$ cat src/hw/rtl/lmd_pkg.sv
// ----------------------------------------------------------------------------
// lmd_pkg
// Shared types, register codes and helper functions of the led matrix driver.
// ----------------------------------------------------------------------------
package lmd_pkg;

	localparam int ROWS        = 8;
	localparam int ROW_W       = 3;
	localparam int MOD_IDX_W   = 3;
	localparam int CNT_W       = 4;
	localparam int QDEPTH      = 2;
	localparam int QPTR_W      = 1;
	localparam int QCNT_W      = 2;
	localparam int INIT_GROUPS = 5;
	localparam int CFG_IDX_W   = 2;
	localparam int CFG_DATA_W  = 8;

	typedef enum logic [CFG_IDX_W-1:0] {
		REG_MODULE_COUNT = 2'd0,
		REG_ROTATE       = 2'd1,
		REG_BRIGHTNESS   = 2'd2
	} cfg_reg_t;

	typedef enum logic [2:0] {
		ACT_PIXEL     = 3'd0,
		ACT_CLEAR     = 3'd1,
		ACT_FLUSH     = 3'd2,
		ACT_INIT      = 3'd3,
		ACT_INTENSITY = 3'd4
	} act_t;

	localparam logic [7:0] DEV_DISPLAY_TEST = 8'h0F;
	localparam logic [7:0] DEV_DECODE_MODE  = 8'h09;
	localparam logic [7:0] DEV_INTENSITY    = 8'h0A;
	localparam logic [7:0] DEV_SCAN_LIMIT   = 8'h0B;
	localparam logic [7:0] DEV_SHUTDOWN     = 8'h0C;
	localparam logic [7:0] PIXEL_MSB        = 8'h80;

	typedef struct packed {
		act_t                 op;
		logic [ROW_W-1:0]     row;
		logic [MOD_IDX_W-1:0] mod_idx;
		logic [7:0]           mask;
		logic                 set;
	} cmd_t;

	typedef struct packed {
		logic empty;
		logic full;
	} q_stat_t;

	function automatic logic [7:0] rev8(input logic [7:0] b);
		logic [7:0] r;
		for (int i = 0; i < 8; i++) begin
			r[i] = b[7-i];
		end
		return r;
	endfunction

	function automatic logic [7:0] init_addr(input logic [ROW_W-1:0] g);
		logic [7:0] a;
		case (g)
			3'd0: a = DEV_DISPLAY_TEST;
			3'd1: a = DEV_DECODE_MODE;
			3'd2: a = DEV_INTENSITY;
			3'd3: a = DEV_SCAN_LIMIT;
			default: a = DEV_SHUTDOWN;
		endcase
		return a;
	endfunction

	function automatic logic [7:0] init_val(input logic [ROW_W-1:0] g,
		input logic [7:0] bright);
		logic [7:0] v;
		case (g)
			3'd2: v = bright;
			3'd3: v = 8'h07;
			3'd4: v = 8'h01;
			default: v = 8'h00;
		endcase
		return v;
	endfunction

endpackage

$ cat src/hw/rtl/lmd_front.sv
// ----------------------------------------------------------------------------
// lmd_front
// Accepts input items, drops ignored ones and turns the rest into commands.
// ----------------------------------------------------------------------------
module lmd_front (
	input  logic                       in_valid,
	output logic                       in_ready,
	input  logic [2:0]                 action,
	input  logic [6:0]                 pixel_x,
	input  logic [3:0]                 pixel_y,
	input  logic                       pixel_value,
	input  logic [lmd_pkg::CNT_W-1:0]  n_eff,
	input  lmd_pkg::q_stat_t           q_stat,
	output logic                       push,
	output lmd_pkg::cmd_t              cmd
);

	logic keep;

	assign in_ready = !q_stat.full;
	assign push     = in_valid && in_ready && keep;

	always_comb begin
		cmd.op      = lmd_pkg::act_t'(action);
		cmd.row     = pixel_y[lmd_pkg::ROW_W-1:0];
		cmd.mod_idx = pixel_x[3+lmd_pkg::MOD_IDX_W-1:3];
		cmd.mask    = lmd_pkg::PIXEL_MSB >> pixel_x[2:0];
		cmd.set     = pixel_value;
		case (action)
			lmd_pkg::ACT_PIXEL: begin
				keep = ({1'b0, pixel_x[6:3]} < {1'b0, n_eff})
					&& (pixel_y < 4'(lmd_pkg::ROWS));
			end
			lmd_pkg::ACT_CLEAR,
			lmd_pkg::ACT_FLUSH,
			lmd_pkg::ACT_INIT,
			lmd_pkg::ACT_INTENSITY: keep = 1'b1;
			default: keep = 1'b0;
		endcase
	end

endmodule

$ cat src/hw/rtl/lmd_fifo.sv
// ----------------------------------------------------------------------------
// lmd_fifo
// Short command queue between the front and the back.
// ----------------------------------------------------------------------------
module lmd_fifo (
	input  logic             clk,
	input  logic             arst_n,
	input  logic             push,
	input  lmd_pkg::cmd_t    wr_cmd,
	input  logic             pop,
	output lmd_pkg::cmd_t    rd_cmd,
	output lmd_pkg::q_stat_t stat
);

	lmd_pkg::cmd_t                 q_mem [lmd_pkg::QDEPTH];
	logic [lmd_pkg::QPTR_W-1:0]    wr_ptr_q;
	logic [lmd_pkg::QPTR_W-1:0]    rd_ptr_q;
	logic [lmd_pkg::QCNT_W-1:0]    count_q;

	assign stat.empty = (count_q == '0);
	assign stat.full  = (count_q == lmd_pkg::QCNT_W'(lmd_pkg::QDEPTH));
	assign rd_cmd     = q_mem[rd_ptr_q];

	always_ff @(posedge clk) begin
		if (push) begin
			q_mem[wr_ptr_q] <= wr_cmd;
		end
	end

	always_ff @(posedge clk or negedge arst_n) begin
		if (!arst_n) begin
			wr_ptr_q <= '0;
			rd_ptr_q <= '0;
			count_q  <= '0;
		end else begin
			if (push) begin
				wr_ptr_q <= wr_ptr_q + 1'b1;
			end
			if (pop) begin
				rd_ptr_q <= rd_ptr_q + 1'b1;
			end
			if (push && !pop) begin
				count_q <= count_q + 1'b1;
			end else if (pop && !push) begin
				count_q <= count_q - 1'b1;
			end
		end
	end

endmodule

$ cat src/hw/rtl/lmd_back.sv
// ----------------------------------------------------------------------------
// lmd_back
// Executes commands: frame buffer updates and serial word generation.
// ----------------------------------------------------------------------------
module lmd_back #(
	parameter int MAX_MODULES = 8
) (
	input  logic                       clk,
	input  logic                       arst_n,
	input  lmd_pkg::q_stat_t           q_stat,
	input  lmd_pkg::cmd_t              q_cmd,
	output logic                       q_pop,
	input  logic [lmd_pkg::CNT_W-1:0]  n_eff,
	input  logic                       rotate,
	input  logic [7:0]                 brightness,
	output logic                       out_valid,
	input  logic                       out_ready,
	output logic [15:0]                serial_word,
	output logic                       latch_after,
	output logic                       last
);

	localparam int DEPTH  = lmd_pkg::ROWS * MAX_MODULES;
	localparam int ADDR_W = $clog2(DEPTH);

	typedef enum logic [2:0] {
		ST_IDLE = 3'b001,
		ST_PIX  = 3'b010,
		ST_GEN  = 3'b100
	} state_t;

	state_t                              state_q;
	lmd_pkg::act_t                       kind_q;
	logic [lmd_pkg::ROW_W-1:0]           grp_q;
	logic [lmd_pkg::MOD_IDX_W-1:0]       idx_q;
	logic [ADDR_W-1:0]                   pix_addr_q;
	logic [7:0]                          pix_mask_q;
	logic                                pix_set_q;

	logic [DEPTH-1:0]                    vld_q;
	logic [7:0]                          fb_mem [DEPTH];
	logic [7:0]                          rd_data_q;
	logic                                rd_hit_q;

	logic                                vld_s1;
	logic [7:0]                          hi_s1;
	logic [7:0]                          cval_s1;
	logic                                mem_s1;
	logic                                rev_s1;
	logic                                latch_s1;
	logic                                last_s1;

	logic                                out_vld_q;
	logic [15:0]                         word_q;
	logic                                latch_q;
	logic                                last_q;

	logic                                out_load;
	logic                                advance;
	logic                                issue;
	logic                                pop_pix;
	logic [lmd_pkg::MOD_IDX_W-1:0]       n_m1;
	logic [lmd_pkg::MOD_IDX_W-1:0]       mod_sel;
	logic                                last_mod;
	logic [lmd_pkg::ROW_W-1:0]           grp_end;
	logic                                last_grp;
	logic [7:0]                          gen_hi;
	logic [7:0]                          gen_val;
	logic                                gen_mem;
	logic                                gen_rev;
	logic                                rd_en;
	logic [ADDR_W-1:0]                   rd_addr;
	logic                                wr_en;
	logic [7:0]                          old_byte;
	logic [7:0]                          wr_data;
	logic [7:0]                          mem_byte;
	logic [7:0]                          s1_val;

	assign out_load = vld_s1 && (!out_vld_q || out_ready);
	assign advance  = !vld_s1 || out_load;
	assign q_pop    = (state_q == ST_IDLE) && !q_stat.empty && !vld_s1;
	assign pop_pix  = q_pop && (q_cmd.op == lmd_pkg::ACT_PIXEL);
	assign issue    = (state_q == ST_GEN) && advance;

	assign n_m1     = lmd_pkg::MOD_IDX_W'(n_eff - 1'b1);
	assign mod_sel  = rotate ? (n_m1 - idx_q) : idx_q;
	assign last_mod = (idx_q == n_m1);
	assign last_grp = (grp_q == grp_end);

	always_comb begin
		grp_end = '0;
		gen_hi  = lmd_pkg::DEV_INTENSITY;
		gen_val = brightness;
		gen_mem = 1'b0;
		gen_rev = 1'b0;
		case (kind_q)
			lmd_pkg::ACT_FLUSH: begin
				grp_end = lmd_pkg::ROW_W'(lmd_pkg::ROWS - 1);
				gen_hi  = rotate ? (8'(lmd_pkg::ROWS) - {5'b0, grp_q})
					: ({5'b0, grp_q} + 8'd1);
				gen_val = 8'h00;
				gen_mem = 1'b1;
				gen_rev = rotate;
			end
			lmd_pkg::ACT_INIT: begin
				grp_end = lmd_pkg::ROW_W'(lmd_pkg::INIT_GROUPS - 1);
				gen_hi  = lmd_pkg::init_addr(grp_q);
				gen_val = lmd_pkg::init_val(grp_q, brightness);
			end
			default: begin
				grp_end = '0;
			end
		endcase
	end

	// frame buffer read port shared by pixel updates and flush
	always_comb begin
		if (pop_pix) begin
			rd_addr = ADDR_W'(int'(q_cmd.row) * MAX_MODULES + int'(q_cmd.mod_idx));
		end else begin
			rd_addr = ADDR_W'(int'(grp_q) * MAX_MODULES + int'(mod_sel));
		end
	end

	assign rd_en    = pop_pix || (issue && (kind_q == lmd_pkg::ACT_FLUSH));
	assign wr_en    = (state_q == ST_PIX);
	assign old_byte = rd_hit_q ? rd_data_q : 8'h00;
	assign wr_data  = pix_set_q ? (old_byte | pix_mask_q) : (old_byte & ~pix_mask_q);

	always_ff @(posedge clk) begin
		if (rd_en) begin
			rd_data_q <= fb_mem[rd_addr];
			rd_hit_q  <= vld_q[rd_addr];
		end
		if (wr_en) begin
			fb_mem[pix_addr_q] <= wr_data;
		end
	end

	always_ff @(posedge clk or negedge arst_n) begin
		if (!arst_n) begin
			vld_q <= '0;
		end else if (q_pop && ((q_cmd.op == lmd_pkg::ACT_CLEAR)
			|| (q_cmd.op == lmd_pkg::ACT_INIT))) begin
			vld_q <= '0;
		end else if (wr_en) begin
			vld_q[pix_addr_q] <= 1'b1;
		end
	end

	// command sequencer
	always_ff @(posedge clk or negedge arst_n) begin
		if (!arst_n) begin
			state_q    <= ST_IDLE;
			kind_q     <= lmd_pkg::ACT_FLUSH;
			grp_q      <= '0;
			idx_q      <= '0;
			pix_addr_q <= '0;
			pix_mask_q <= '0;
			pix_set_q  <= 1'b0;
		end else begin
			case (state_q)
				ST_IDLE: begin
					if (q_pop) begin
						case (q_cmd.op)
							lmd_pkg::ACT_PIXEL: begin
								pix_addr_q <= rd_addr;
								pix_mask_q <= q_cmd.mask;
								pix_set_q  <= q_cmd.set;
								state_q    <= ST_PIX;
							end
							lmd_pkg::ACT_FLUSH,
							lmd_pkg::ACT_INIT,
							lmd_pkg::ACT_INTENSITY: begin
								kind_q  <= q_cmd.op;
								grp_q   <= '0;
								idx_q   <= '0;
								state_q <= ST_GEN;
							end
							default: begin
								state_q <= ST_IDLE;
							end
						endcase
					end
				end
				ST_PIX: begin
					state_q <= ST_IDLE;
				end
				ST_GEN: begin
					if (issue) begin
						if (last_mod) begin
							idx_q <= '0;
							if (last_grp) begin
								state_q <= ST_IDLE;
							end else begin
								grp_q <= grp_q + 1'b1;
							end
						end else begin
							idx_q <= idx_q + 1'b1;
						end
					end
				end
				default: begin
					state_q <= ST_IDLE;
				end
			endcase
		end
	end

	// word stage waiting on the buffer read
	always_ff @(posedge clk or negedge arst_n) begin
		if (!arst_n) begin
			vld_s1   <= 1'b0;
			hi_s1    <= '0;
			cval_s1  <= '0;
			mem_s1   <= 1'b0;
			rev_s1   <= 1'b0;
			latch_s1 <= 1'b0;
			last_s1  <= 1'b0;
		end else if (advance) begin
			vld_s1 <= issue;
			if (issue) begin
				hi_s1    <= gen_hi;
				cval_s1  <= gen_val;
				mem_s1   <= gen_mem;
				rev_s1   <= gen_rev;
				latch_s1 <= last_mod;
				last_s1  <= last_mod && last_grp;
			end
		end
	end

	assign mem_byte = rd_hit_q ? (rev_s1 ? lmd_pkg::rev8(rd_data_q) : rd_data_q) : 8'h00;
	assign s1_val   = mem_s1 ? mem_byte : cval_s1;

	// output register
	always_ff @(posedge clk or negedge arst_n) begin
		if (!arst_n) begin
			out_vld_q <= 1'b0;
			word_q    <= '0;
			latch_q   <= 1'b0;
			last_q    <= 1'b0;
		end else if (out_load) begin
			out_vld_q <= 1'b1;
			word_q    <= {hi_s1, s1_val};
			latch_q   <= latch_s1;
			last_q    <= last_s1;
		end else if (out_ready) begin
			out_vld_q <= 1'b0;
		end
	end

	assign out_valid   = out_vld_q;
	assign serial_word = word_q;
	assign latch_after = latch_q;
	assign last        = last_q;

endmodule

$ cat src/hw/rtl/led_matrix_chain_frame_driver.sv
// ----------------------------------------------------------------------------
// led_matrix_chain_frame_driver
// Frame buffer and command word generator for a chain of 8x8 led modules.
// ----------------------------------------------------------------------------
// Items enter a two-entry command queue and are carried out one at a time by
// the back end, which emits at most one serial word per cycle. A pixel write
// reads its byte on pop and writes it in the pixel state; a clear only resets
// the valid bits. A flush emits eight groups of n words, init five and an
// intensity resend one, n being the effective module count. Ignored items
// never enter the queue. Reset clears the buffer at once through per-entry
// valid bits, so there is no clearing pass. Configuration writes must be
// issued only while the block is idle.
module led_matrix_chain_frame_driver #(
	parameter int MAX_MODULES = 8
) (
	input  logic                             clk,
	input  logic                             arst_n,
	input  logic                             in_valid,
	output logic                             in_ready,
	input  logic [2:0]                       action,
	input  logic [6:0]                       pixel_x,
	input  logic [3:0]                       pixel_y,
	input  logic                             pixel_value,
	output logic                             out_valid,
	input  logic                             out_ready,
	output logic [15:0]                      serial_word,
	output logic                             latch_after,
	output logic                             last,
	input  logic                             cfg_valid,
	output logic                             cfg_ready,
	input  logic [lmd_pkg::CFG_IDX_W-1:0]    cfg_index,
	input  logic [lmd_pkg::CFG_DATA_W-1:0]   cfg_data
);

	logic [lmd_pkg::CNT_W-1:0] module_count_q;
	logic                      rotate_q;
	logic [7:0]                brightness_q;
	logic [lmd_pkg::CNT_W-1:0] n_eff;

	logic                      q_push;
	logic                      q_pop;
	lmd_pkg::cmd_t             q_wr_cmd;
	lmd_pkg::cmd_t             q_rd_cmd;
	lmd_pkg::q_stat_t          q_stat;

	assign cfg_ready = 1'b1;

	always_ff @(posedge clk or negedge arst_n) begin
		if (!arst_n) begin
			module_count_q <= lmd_pkg::CNT_W'(1);
			rotate_q       <= 1'b0;
			brightness_q   <= '0;
		end else if (cfg_valid && cfg_ready) begin
			case (cfg_index)
				lmd_pkg::REG_MODULE_COUNT: module_count_q <= cfg_data[lmd_pkg::CNT_W-1:0];
				lmd_pkg::REG_ROTATE:       rotate_q       <= cfg_data[0];
				lmd_pkg::REG_BRIGHTNESS:   brightness_q   <= cfg_data[7:0];
				default: begin
					rotate_q <= rotate_q;
				end
			endcase
		end
	end

	// zero counts as one module, large counts saturate
	always_comb begin
		if (module_count_q == '0) begin
			n_eff = lmd_pkg::CNT_W'(1);
		end else if (module_count_q > lmd_pkg::CNT_W'(MAX_MODULES)) begin
			n_eff = lmd_pkg::CNT_W'(MAX_MODULES);
		end else begin
			n_eff = module_count_q;
		end
	end

	lmd_front u_front (
		.in_valid    (in_valid),
		.in_ready    (in_ready),
		.action      (action),
		.pixel_x     (pixel_x),
		.pixel_y     (pixel_y),
		.pixel_value (pixel_value),
		.n_eff       (n_eff),
		.q_stat      (q_stat),
		.push        (q_push),
		.cmd         (q_wr_cmd)
	);

	lmd_fifo u_fifo (
		.clk    (clk),
		.arst_n (arst_n),
		.push   (q_push),
		.wr_cmd (q_wr_cmd),
		.pop    (q_pop),
		.rd_cmd (q_rd_cmd),
		.stat   (q_stat)
	);

	lmd_back #(
		.MAX_MODULES (MAX_MODULES)
	) u_back (
		.clk         (clk),
		.arst_n      (arst_n),
		.q_stat      (q_stat),
		.q_cmd       (q_rd_cmd),
		.q_pop       (q_pop),
		.n_eff       (n_eff),
		.rotate      (rotate_q),
		.brightness  (brightness_q),
		.out_valid   (out_valid),
		.out_ready   (out_ready),
		.serial_word (serial_word),
		.latch_after (latch_after),
		.last        (last)
	);

`ifndef NO_ASSERTIONS
	a_pop_needs_entry: assert property (@(posedge clk) disable iff (!arst_n)
		q_pop |-> !q_stat.empty)
		else $error("command popped from empty queue");

	a_last_is_latched: assert property (@(posedge clk) disable iff (!arst_n)
		(out_valid && last) |-> latch_after)
		else $error("final word of a run without latch");

	a_no_push_when_full: assert property (@(posedge clk) disable iff (!arst_n)
		(q_stat.full && !q_pop) |=> !q_stat.empty)
		else $error("queue lost entries");
`endif

endmodule

$ cat config.mk
export PLATFORM = sky130hd
export DESIGN_NAME = led_matrix_chain_frame_driver
export DESIGN_NICKNAME = d
export VERILOG_FILES = /design/src/hw/rtl/lmd_pkg.sv /design/src/hw/rtl/lmd_front.sv /design/src/hw/rtl/lmd_fifo.sv /design/src/hw/rtl/lmd_back.sv /design/src/hw/rtl/led_matrix_chain_frame_driver.sv
export SDC_FILE = /design/constraint.sdc
export NUM_CORES = 1
export LEC_CHECK = 0
export BUFFER_PORTS_ARGS = -buffer_cell sky130_fd_sc_hd__clkbuf_2
export CORE_MARGIN = 3
export CORE_UTILIZATION = 55
export CTS_CLUSTER_SIZE = 25
export DETAILED_ROUTE_END_ITERATION = 6
export PLACE_DENSITY = 0.8
export REMOVE_ABC_BUFFERS = 1
export SLEW_MARGIN = 20
export SYNTH_ARGS = -nofsm -noshare
export SYNTH_HDL_FRONTEND = slang
export SYNTH_HIERARCHICAL = 1
export SYNTH_SLANG_ARGS = --single-unit
$ cat constraint.sdc
create_clock -name clk -period 4.9 [get_ports clk]
set_clock_uncertainty 0.1 [all_clocks]
set_input_delay 0.98 -clock clk [delete_from_list [all_inputs] [get_ports clk]]
set_output_delay 0.98 -clock clk [all_outputs]
set_load 0.05 [all_outputs]
Word-level counts from Yosys, hierarchy flattened
Memory sizes are Yosys's and may differ from the RTL's. A register that Yosys moved wholly into a read port is not among the register bits.
Cells that the tools add are included.
W data, S select, Z words.

word-level totals
  register bits = 149
  bits in writable memories = 548
  input bits = 30
  output and inout port bits = 21
  logic and storage cells = 171
  memories = 2

cells by class
  add/subtract/negate cells = 12
  order comparisons = 6
  eq/ne operators = 28
  shift-type cells = 1
  muxes and demuxes = 47
  bitwise logic cells = 4
  reduce and logical (&&, ||, !) cells = 45

memories
  name           words  bits a word  rd ports  clocked after memory_dff  write ports  RTL line        text
  u_back.fb_mem  64     8            1         1                         1            lmd_back.sv:41  logic [7:0] fb_mem [DEPTH];
  u_fifo.q_mem   2      18           1         0                         1            lmd_fifo.sv:15  lmd_pkg::cmd_t q_mem [lmd_pkg::QDEPTH];

operator list
  cell                  count
  $mux W64              2
  $or A64 B64 Y64       1
  $mux W8               6
  $mux W3               12
  $pmux W8 S2           2
  $pmux W3 S2           5
  $eq A3 B2 Y1 const B  9
  $pmux W8 S3           1
  $logic_and A1 B1 Y1   14
  $lt A6 B7 Y1 const B  2
  $add A6 B3 Y6         2
  $eq A3 B1 Y1 const B  4
  $eq A3 B3 Y1 const B  4
  $pmux W3 S4           1
  $mux W1               10
  $logic_not A3 Y1      3
  $and A8 B8 Y8         1
  $mux W4               2
  $ne A2 B1 Y1 const B  4
  $not A8 Y8            1
  $or A8 B8 Y8          1
  $reduce_and A2 Y1     4
  $reduce_and A4 Y1     2
  $reduce_bool A2 Y1    4
  30 further kinds      46

Depth between registers and ports, before layout
  depth in word-level cells = 11
  depth in mapped cells = 16
  mapped depth without buffers = 13

Modules after synthesis
The synthesis kept the hierarchy.

modules (own cells, without submodules)
  module                         times used  cells each  area an instance (sq um)  seq. area each (sq um)
  lmd_back                       1           2070        26771.9                   18725.5
  lmd_fifo                       1           72          1535.2                    1181.1
  led_matrix_chain_frame_driver  1           36          560.5                     326.6
  lmd_front                      1           34          239.0                     0.0

Least setup slack after synthesis
No wires, ideal clock.

  path type = register -> register
  start = register u_back.rd_hit_q
  end = memory u_back.fb_mem[0][0], data pin
  arrival = 3.140 ns
  required time = 4.098 ns
  path slack = 0.958 ns
  cell stages (with the launch flop) = 4
  buffers on the path = 1
  period minus slack after synthesis = 3.942 ns
  cell sequence = edfxtp_1 clkbuf_1 nand2_1 o21ai_0

on the way
  word-level cells in the longest chain between the ends = 3

RTL lines
  what                                                  RTL line         text
  from (decl)                                           lmd_back.sv:43   logic rd_hit_q;
  from (signal assigned)                                lmd_back.sv:133  rd_hit_q <= vld_q[rd_addr];
  $mux W8 *                                             lmd_back.sv:127  assign old_byte = rd_hit_q ? rd_data_q : 8'h00;
  $and A8 B8 Y8 / $or A8 B8 Y8 (equally long branches)  lmd_back.sv:128  assign wr_data = pix_set_q ? (old_byte | pix_mask_q) : (old_byte & ~pix_mask_q);
  $mux W8 *                                             lmd_back.sv:128
  net u_back.wr_data[0]                                 lmd_back.sv:75   logic [7:0] wr_data;
  to (decl)                                             lmd_back.sv:41

Mark *: on every way through the listed nets, which the timed path passes. The rest lies on a longest branch.

Worst setup path in the final report
  start = register module_count_q[0] (netlist bit)
  end = register u_back.rd_data_q[2] (read register of u_back.fb_mem), data pin

on the way
  word-level cells in the longest chain between the ends = 8

RTL lines
  what                    RTL line                             text
  from (decl)             led_matrix_chain_frame_driver.sv:35  logic [lmd_pkg::CNT_W-1:0] module_count_q;
  from (signal assigned)  led_matrix_chain_frame_driver.sv:50  module_count_q <= lmd_pkg::CNT_W'(1);
  from (signal assigned)  led_matrix_chain_frame_driver.sv:55  lmd_pkg::REG_MODULE_COUNT: module_count_q <= cfg_data[lmd_pkg::CNT_W-1:0];
  $gt A4 B4 Y1            led_matrix_chain_frame_driver.sv:69  end else if (module_count_q > lmd_pkg::CNT_W'(MAX_MODULES)) begin
  $mux W4                 led_matrix_chain_frame_driver.sv:69
  $mux W4 *               led_matrix_chain_frame_driver.sv:67  if (module_count_q == '0) begin
  net n_eff (one bit)     led_matrix_chain_frame_driver.sv:38  logic [lmd_pkg::CNT_W-1:0] n_eff;
  $sub A3 B1 Y3 *         lmd_back.sv:85                       assign n_m1 = lmd_pkg::MOD_IDX_W'(n_eff - 1'b1);
  $sub A3 B3 Y3 *         lmd_back.sv:86                       assign mod_sel = rotate ? (n_m1 - idx_q) : idx_q;
  $mux W3 *               lmd_back.sv:86
  $add A6 B3 Y6 *         lmd_back.sv:121                      rd_addr = ADDR_W'(int'(grp_q) * MAX_MODULES + int'(mod_sel));
  $mux W6 *               lmd_back.sv:118                      if (pop_pix) begin
  to (decl)               lmd_back.sv:42                       logic [7:0] rd_data_q;

Marked as above.
A chain may end at the register's enable or synchronous reset.

==> impl_metrics.tcl <==
set metrics [dict create \
    ys.flop_type "edfxtp_1" \
    finalSetupViolCount 0 \
    fp.dieW_um 236 \
    min_period_ns 4.75 \
    grt_max_degree 77 \
    clock-sinks 697 \
    io_buffers 45 \
    synth_edf_count 557 \
    comb_power_share 0.361 \
    fin_hold_ws_ns 0.301 \
    netlist_area_um2 29100 \
    worst-setup-path-type "register to register" \
    routabilityCongestion 0.919 \
    crit_path_start_kind "register" \
    wire_per_inst_um 24.6 \
    design.final.nets 2306 \
    row_count 83 \
    synth.avg_cell_area_um2 13.2 \
    clkTransAtPathRegs_ns 0.06 \
    fill_cells 3616 \
    finalPower_mw 20.0 \
    sw_frac_of_total 0.369 \
    synth_top_area_share 0.575 \
    max_stage_delay_ns 0.74 \
    yosys-top-cells-count "edfxtp_1, nand2_1, nand3_1, dfrtp_1, mux2i_1" \
    final_cells 2994 \
    syn_to_final_growth_pct 11.5 \
    yosysMostFrequentCell "edfxtp_1" \
    dieArea_um2 55700 \
    layout-drive-gt1-share 0.136 \
    drv_cap 0 \
    post-route-period-util 0.969 \
    route.detailed.drc 2 \
    clockPowerShare 0.257 \
    dp.cells 2864 \
    arrival_ns 5.10 \
    critPathCaptureType "register" \
    crit_slowest_cell "a2111oi_0" \
    ys_seq_area_frac 0.695 \
    die_height_um 236 \
    cts_tree "yes" \
    ant_nets 0 \
    fin_util 0.627 \
    num_io_pins 51 \
    yosysUniqueCellTypes 73 \
    grt_first_pass_wirelength_um 111000 \
    grt_pass1_vias 18621 \
    htree_levels 3 \
    syn_inst 2212 \
    dr_total_vias 18744 \
    tightest_slew_ns 1.13 \
    groute.usage.overall 0.259 \
    power.switching_mw 7.39 \
    outcome "finished, violations left" \
    synthTopCellsByArea "edfxtp_1, dfrtp_1, nand2_1" \
    hold_viol_final 0 \
    coreArea_um2 51800 \
    hold_class "input pin to async pin" \
    power_density_nw_per_um2 617 \
    worstPathRequired_ns 5.26 \
    initial_core_util 0.562 \
    yosys.area.top_type "edfxtp_1" \
    viasPerCell 6.26 \
    crit_path_max_fanout 12 \
    cts_buffers 70 \
    grt_overflow 0 \
    cts_hold_buf 0 \
    clock_latency_ns 0.59 \
    internal_power_mw 12.7 \
    maxSlewViolCount 0 \
    drt_iter0_markers 2392 \
    violations "DRC" \
    seqPwrFrac 0.382 \
    crit_chain "o21ba_2 > nor2_1 > inv_1 > ha_1 > fa_1 > xor3_1 > nor3b_1 > o31ai_2 > buf_4 > and2_1 > nand2_1 > a21oi_1 > a2111oi_0 > and4b_1" \
    first_pass_iters 7 \
    ir_drop_v 0.000534 \
    yosys_warnings 6 \
    max_slew_margin 0.245 \
    rsz0062_at_grt "false" \
    antenna_found_initial 3 \
    dp_hpwl_um 45500 \
    clockBufferDepth 3 \
    setup_tns_ns 0 \
    async_flop_share 0.201 \
    routed_wl_um 73500 \
    leakagePower_nw 12.2 \
    ys_seq_elements 697 \
    max_freq_ghz 0.211 \
    root_buffer "clkbuf_16" \
]
[path summary, 6_finish.rpt]
| check | start | endpoint | slack (ns) | cells past startpoint |
|---|---|---|---|---|
| worst max-delay path | module_count_q[0]$_DFFE_PN1P_ | u_back/rd_data_q[2]$_DFFE_PP_ | 0.15 | 14 |
| worst min-delay path | arst_n | u_back/serial_word[4]$_DFFE_PN0P_ | 0.30 | 1 |
| worst max register to register | module_count_q[0]$_DFFE_PN1P_ | u_back/rd_data_q[2]$_DFFE_PP_ | 0.15 | 14 |
| worst min register to register | u_back/serial_word[1]$_DFFE_PN0P_ | u_back/serial_word[1]$_DFFE_PN0P_ | 0.38 | 2 |
| max in group asynchronous | arst_n | u_back/vld_q[7]$_DFFE_PN0P_ | 3.37 | 2 |
| min in group clk | u_back/serial_word[1]$_DFFE_PN0P_ | u_back/serial_word[1]$_DFFE_PN0P_ | 0.38 | 2 |
[power groups by stage]
stage / Sequential [mW] / Clock (mW) / Combinational, mW
floorplan: 7.92 / 0 / 4.47
global placement: 7.74 / 0 / 6.67
global route: 7.69 / 5.41 / 7.65
CTS: 7.65 / 5.20 / 6.94
finish: 7.66 / 5.14 / 7.24
detailed placement: 7.76 / 0 / 6.89
[state kept, by name, indices dropped and copies added, names as in the netlist, 2 cells and up]
name / count
u_back/rd_data_q: 8
u_back/idx_q: 3
u_back/pix_addr_q: 6
module_count_q: 4
u_back/fb_mem: 512
u_fifo/count_q: 2
u_back/grp_q: 3
u_back/kind_q: 3
u_back/serial_word: 12
brightness_q: 8
u_back/pix_mask_q: 8
u_back/cval_s1: 8
u_fifo/q_mem: 36
u_back/hi_s1: 4
u_back/state_q: 3
u_back/vld_q: 64
[metrics by stage]
stage | instance area (um2) | worst slack [ns]
finish | 32500 | 0.154
CTS | 32300 | 0.0369
detailed placement | 30100 | 0.0840
floorplan | 28400 | -4.78
global route | 32500 | 0.0787
global placement | 30100 | 0.255
[area by class of cell]
class,count,area [um2],area share
Timing Repair Buffer,98,807,0.0249
Clock buffer,104,2050,0.0632
Multi-Input combinational cell,1366,8260,0.254
Tap cell,680,851,0.0262
Sequential cell,697,20200,0.623
Inverter,28,106,0.00328
Antenna cell,1,2.50,0.0000771
Clock inverter,20,156,0.00482
[what timing repair did]
item | in CTS | in global routing
endpoints found under the setup margin | 0 | 5
setup buffers | 0 | 2
resized for setup | 0 | 2
[cells in the final DEF (no fill, tap or decap), drive strengths merged, types with 69 or more instances in the layout]
cell type,synthesis,final
nand3,139,139
nand2,489,489
a21oi,69,69
edfxtp,557,557
nor2,106,106
o21a,71,71
mux2,81,81
clkbuf,49,148
dfrtp,137,137
mux2i,125,125
[cell families after synthesis]
group | synth area share
AOI/OAI and AO/OA | 0.0693
xor gates and xnor gates | 0.00322
adders and majority gates | 0.00671
buffers and inverters | 0.0268
DFF | 0.695
muxes | 0.0755
other | 0.000258
and+or+nand+nor | 0.123
[critical path: cells and delay by family, from the launching register on]
family / cells / cell delay, ns
buffers and inverters: 2 / 0.28
adder cells (fa/ha/maj): 2 / 0.75
flip-flops: 1 / 0.52
AO/OA/AOI/OAI: 4 / 1.12
AND/OR/NAND/NOR: 5 / 1.57
XOR/XNOR: 1 / 0.24
[metal layers]
layer	wire [um]	share of wire	track usage
met5	0	0	0
met4	3280	0.045	0.106
met2	34900	0.47	0.418
met1	27300	0.37	0.341
met3	8010	0.11	0.0621
Power figures use the tool's default switching activity.
